<file path="config.mk">
export PLATFORM = sky130hd
export DESIGN_NAME = tcfo_ring
export DESIGN_NICKNAME = d
export VERILOG_FILES = /design/src/design/tcfo_pkg.sv /design/src/design/tcfo_ring.sv
export VERILOG_INCLUDE_DIRS = /design/src /design/src/design
export SDC_FILE = /design/constraint.sdc
export NUM_CORES = 2
export LEC_CHECK = 0
export CORE_UTILIZATION = 54
export CTS_CLUSTER_DIAMETER = 30
export CTS_CLUSTER_SIZE = 24
export DETAILED_ROUTE_END_ITERATION = 12
export DONT_BUFFER_PORTS = 1
export GPL_ROUTABILITY_DRIVEN = 0
export PLACE_DENSITY_LB_ADDON = 0.12
export SLEW_MARGIN = 20
export SYNTH_ARGS = -nofsm -noshare
export SYNTH_HDL_FRONTEND = slang
export SYNTH_SLANG_ARGS = --single-unit
export TNS_END_PERCENT = 1
</file>
<file path="constraint.sdc">
create_clock -name clk -period 3.23 [get_ports clk]
set_input_delay 0.646 -clock clk [delete_from_list [all_inputs] [get_ports clk]]
set_output_delay 0.646 -clock clk [all_outputs]
set_load 0.05 [all_outputs]
</file>
<file path="src/design/two_class_fifo_oldest_first_unit_macros.svh">
// Assertion macros shared by the two-class FIFO RTL.
`ifndef TWO_CLASS_FIFO_OLDEST_FIRST_UNIT_MACROS_SVH
`define TWO_CLASS_FIFO_OLDEST_FIRST_UNIT_MACROS_SVH

// Condition that must hold at every edge out of reset.
`define TCFO_ASSERT_ALWAYS(label, clk, rst_n, expr, msg) \
  label: assert property (@(posedge clk) disable iff (!rst_n) (expr)) else $error(msg);

// Same-cycle implication.
`define TCFO_ASSERT_IMPLIES(label, clk, rst_n, ante, cons, msg) \
  label: assert property (@(posedge clk) disable iff (!rst_n) (ante) |-> (cons)) \
    else $error(msg);

// Next-cycle implication.
`define TCFO_ASSERT_NEXT(label, clk, rst_n, ante, cons, msg) \
  label: assert property (@(posedge clk) disable iff (!rst_n) (ante) |=> (cons)) \
    else $error(msg);

`endif

</file>
<file path="src/design/tcfo_pkg.sv">
// ----------------------------------------------------------------------------
// Two-class FIFO package
// Shared constants, entry and status types, ring pointer helper.
// ----------------------------------------------------------------------------
`default_nettype none

package tcfo_pkg;

  localparam int QUEUE_DEPTH = 128;
  localparam int PTR_W       = (QUEUE_DEPTH > 1) ? $clog2(QUEUE_DEPTH) : 1;
  localparam int CNT_W       = $clog2(QUEUE_DEPTH + 1);
  localparam int STAMP_W     = 9;
  localparam int VAL_W       = 8;

  localparam logic signed [15:0] VALUE_MAX = 16'sd99;
  localparam logic signed [15:0] VALUE_MIN = -16'sd99;

  localparam logic MODE_ADD   = 1'b0;
  localparam logic MODE_ADOPT = 1'b1;

  localparam logic signed [15:0] SEL_ANY = 16'sd0;
  localparam logic signed [15:0] SEL_A   = 16'sd1;
  localparam logic signed [15:0] SEL_B   = -16'sd1;

  typedef struct packed {
    logic [STAMP_W-1:0]      stamp;
    logic signed [VAL_W-1:0] val;
  } entry_t;

  typedef struct packed {
    logic empty;
    logic full;
  } ring_status_t;

  function automatic logic [PTR_W-1:0] next_slot(input logic [PTR_W-1:0] i);
    return (i == PTR_W'(QUEUE_DEPTH - 1)) ? '0 : i + 1'b1;
  endfunction

endpackage

`default_nettype wire

</file>
<file path="src/design/tcfo_ring.sv">
// ----------------------------------------------------------------------------
// Ring queue
// One class queue: RAM ring with show-ahead head register and write bypass.
// ----------------------------------------------------------------------------
`default_nettype none

`include "two_class_fifo_oldest_first_unit_macros.svh"

module tcfo_ring (
  input  wire logic                  clk,
  input  wire logic                  rst_n,
  input  wire logic                  push,
  input  wire tcfo_pkg::entry_t      push_data,
  input  wire logic                  pop,
  output tcfo_pkg::entry_t           head,
  output tcfo_pkg::ring_status_t     status
);

  tcfo_pkg::entry_t                  mem [tcfo_pkg::QUEUE_DEPTH];
  logic [tcfo_pkg::PTR_W-1:0]        head_r, head_nxt;
  logic [tcfo_pkg::PTR_W-1:0]        tail_r, tail_nxt;
  logic [tcfo_pkg::CNT_W-1:0]        count_r, count_nxt;
  tcfo_pkg::entry_t                  rd_r;
  tcfo_pkg::entry_t                  byp_data_r;
  logic                              byp_r;

  always_comb begin
    head_nxt  = pop  ? tcfo_pkg::next_slot(head_r) : head_r;
    tail_nxt  = push ? tcfo_pkg::next_slot(tail_r) : tail_r;
    count_nxt = count_r;
    if (push && !pop) begin
      count_nxt = count_r + 1'b1;
    end else if (pop && !push) begin
      count_nxt = count_r - 1'b1;
    end
  end

  always_ff @(posedge clk) begin
    if (!rst_n) begin
      head_r  <= '0;
      tail_r  <= '0;
      count_r <= '0;
      byp_r   <= 1'b0;
    end else begin
      head_r  <= head_nxt;
      tail_r  <= tail_nxt;
      count_r <= count_nxt;
      byp_r   <= push && (tail_r == head_nxt);
    end
  end

  // RAM: one write at tail, one registered read at the next head
  always_ff @(posedge clk) begin
    if (push) begin
      mem[tail_r] <= push_data;
    end
    rd_r       <= mem[head_nxt];
    byp_data_r <= push_data;
  end

  // a write landing on the slot being read forwards its data
  assign head         = byp_r ? byp_data_r : rd_r;
  assign status.empty = (count_r == '0);
  assign status.full  = (count_r == tcfo_pkg::CNT_W'(tcfo_pkg::QUEUE_DEPTH));

  `TCFO_ASSERT_ALWAYS(a_cnt_bound, clk, rst_n,
    count_r <= tcfo_pkg::CNT_W'(tcfo_pkg::QUEUE_DEPTH), "ring count beyond depth")
  `TCFO_ASSERT_IMPLIES(a_no_pop_empty, clk, rst_n, pop, !status.empty, "pop from empty ring")
  `TCFO_ASSERT_IMPLIES(a_no_push_full, clk, rst_n, push, !status.full, "push into full ring")
  `TCFO_ASSERT_NEXT(a_push_count, clk, rst_n, push && !pop,
    count_r == $past(count_r) + 1'b1, "count did not follow push")

endmodule

`default_nettype wire

</file>
==> flow_metrics.tcl <==
set metrics [dict create \
    crit_path_end "rd_r[6]" \
    dpl_worst_slack_ns -1.07 \
    port_buffers 0 \
    setup_slack_ns -0.244 \
    die_y_microns 402 \
    initialDrtViolationCount 6632 \
    r2r_cells 13 \
    antenna_found_initial 14 \
    powerDensity_nw_per_um2 769 \
    startpoint_type "flop" \
    arrival_ns 4.36 \
    peakVddDrop_v 0.000661 \
    outcome "finished with violations" \
    netlist_instances 5735 \
    n_antenna_cell 0 \
    synth_cell_type_count 36 \
    avgRoutedWirePerCell_microns 28.1 \
    period_needed_ns 3.47 \
    syn2layout_area_growth_pct 29.8 \
    synth_top_area_cell "edfxtp_1" \
    root_buffer "clkbuf_16" \
    cp-end-kind "flop" \
    nets 6632 \
    gr-total-overflow 0 \
    hpwlAfterDp_microns 140000 \
    die_x_microns 402 \
    grt_use_total 0.312 \
    layout-drive-gt1-share 0.255 \
    cts_buffers 454 \
    instances_no_fill 9047 \
    cts.sink_count 2233 \
    drt_pass1_iterations 7 \
    startpoint "head_r[0]" \
    rsz0062_at_grt "true" \
    die_area_sq_um 162000 \
    skew_ns 0.0936 \
    period_share 1.08 \
    fmax_ghz 0.288 \
    worst_pin_slew_ns 1.09 \
    nFillCells 10100 \
    seq_area_frac_synth 0.769 \
    critPathRequiredTime_ns 4.11 \
    rows 146 \
    vias 55100 \
    path_clk_slew_ns 0.05 \
    synth_area_per_cell_sq_um 15.1 \
    hold_path_depth 1 \
    p_leak_nw 40.5 \
    ios 40 \
    regArea_sq_um 66500 \
    wirelength_microns 254000 \
    crit_family "simple AND/OR/NAND/NOR gates" \
    grt_pass1_wl_microns 368000 \
    critical-path-slowest-cell "nor3_2" \
    core_area_sq_um 159000 \
    start_util 0.545 \
    synth_nets 5766 \
    slowest_delay_ns 0.65 \
    finalMaxSlewViolations 0 \
    fin_util 0.707 \
    dp.cells 8152 \
    drv_cap 0 \
    yosys-top-cells-area "edfxtp_1 76%, mux2i_1 6.3%, nand2_1 4.9%" \
    netlist_area_sq_um 86500 \
    cp_common_cell "buf_12" \
    slew_headroom 0.273 \
    synth_top_area_frac 0.756 \
    yosys_warnings 0 \
    holdWs_ns 0.0697 \
    grt_max_degree 130 \
    clk_latency_ns 0.99 \
    drc 0 \
    worst-r2r-setup-slack_ns -0.24 \
    crit_buf_inv 5 \
    worstSetupPathType "flop to flop" \
    min_path_type "input pin to flop" \
    drtAntennaViolNets 0 \
    r2r-start "head_r[0]" \
    synth_seq_cells 2233 \
    multi_input_area_sq_um 19600 \
    viasPerCell 6.09 \
    htreeDepth 5 \
    report.final.hold_viol_count 0 \
    violations "setup timing" \
    clock_path_buffers 4 \
    setup_viol 17 \
    grt_pass1_vias 54400 \
    r2r-end "rd_r[6]" \
    cp.depth 13 \
    cts_tree "built" \
    path_max_fanout 12 \
    critical_path.cell_chain "ha_2 > nand2_1 > o21ai_1 > a21oi_4 > buf_12 > buf_12 > buf_4 > buf_12 > a21oi_1 > o41ai_4 > buf_4 > nor3_2 > or4_1" \
    setup_tns_ns -2.50 \
]
[how the worst min path moves through the flow]
stage | start | end | slack (ns)
2_1_floorplan | count_r[7] | count_r[7] | 0.47
3_3_place_gp | count_r[7] | count_r[7] | 0.48
3_5_place_dp | count_r[7] | count_r[7] | 0.52
4_1_cts | push_data[10] | byp_data_r[10] | 0.05
5_1_grt | push_data[10] | byp_data_r[10] | 0.11
6_report | push_data[9] | mem[30][9] | 0.07
[layout make-up]
class                      instances  area share
clock buffer                     511       0.105
clock inverter                   319      0.0336
inverter                           4    0.000134
multi-input combinational       3140       0.175
sequential                      2233       0.593
tap                             2072      0.0231
timing repair buffer             768      0.0703
[sequential cells by signal, summed over array words and instances, names as in the netlist]
signal      flops
count_r         8
byp_data_r     17
rd_r           17
mem          2176
head_r          7
tail_r          7
byp_r           1
[layout by cell type, fill, tap and decap left out, types with 9 or more instances in the layout]
master	instances
edfxtp_1	2176
nand2_1	1118
buf_4	606
a21oi_1	546
mux2i_1	539
clkbuf_16	463
o22ai_1	266
nor4_1	126
nor2_2	106
buf_12	93
bufinv_16	73
clkinv_2	63
clkinv_1	60
dfxtp_1	56
clkinvlp_4	54
or4_1	48
nor4_2	45
o41ai_1	44
nor2_1	43
clkbuf_1	42
or4_4	36
clkinv_4	36
o41ai_2	33
buf_16	33
inv_6	29
buf_6	19
nand3_1	18
mux2_2	17
and2_1	14
xnor2_1	12
nor3_1	12
nand4_1	11
nor2b_1	11
xor2_1	10
o21ai_0	9
[cells in the mapped netlist, drive strengths merged]
master and number:
edfxtp 2176, nand2 1121, a21oi 553, mux2i 546, o22ai 273, buf 197, nor4 176, clkbuf 161
nor2 149, or4 84, o41ai 82, dfxtp 57, nand3 20, nor3 18, mux2 17, and2 14
o21ai 14, xnor2 12, nand4 11, nor2b 11, xor2 11, ha 9, or3 5, a21o 4
inv 4, nand2b 3, a21boi 2, o21a 2, and3 1, fa 1, o32ai 1
[through the flow]
step                      cell area (sq um)  power [mW]
final                                112000        86.3
after global routing                 112000        88.4
after CTS                            112000        86.4
after detailed placement              94200        38.5
after global placement                94200        38.4
after floorplan                       86500        36.1
[what timing repair did]
item | CTS | global route
gates cloned | 10 | 2
pin swaps | 25 | 16
hold buffers | 20 | 0
endpoints found under the hold margin | 2216 | 0
setup buffers | 28 | 6
resized for setup | 128 | 87
endpoints found under the setup margin | 17 | 17
[report_power, final]
part           internal [mW]  switching (mW)  total (mW)
Sequential              32.0           0.125        32.1
Combinational           2.82            4.34        7.16
Clock                   31.9            15.1        47.0
Total                   66.7            19.6        86.3
[cells by family after synthesis]
group,synth area share
DFF,0.769
AOI/OAI and AO/OA,0.0617
muxes,0.0654
and+or+nand+nor,0.0806
buffers and inverters,0.0194
adders and majority gates,0.00153
xor gates and xnor gates,0.00233
[layer usage]
metal	up-vias	routed length (microns)	part of all wire	global-route usage
met3	542	25700	0.10	0.0674
met2	2903	118000	0.46	0.483
met5	-	136	0.00053	0
met4	14	8900	0.035	0.115
met1	27800	101000	0.40	0.438
li1	23900	-	-	-
(Power assumes the default switching activity.)
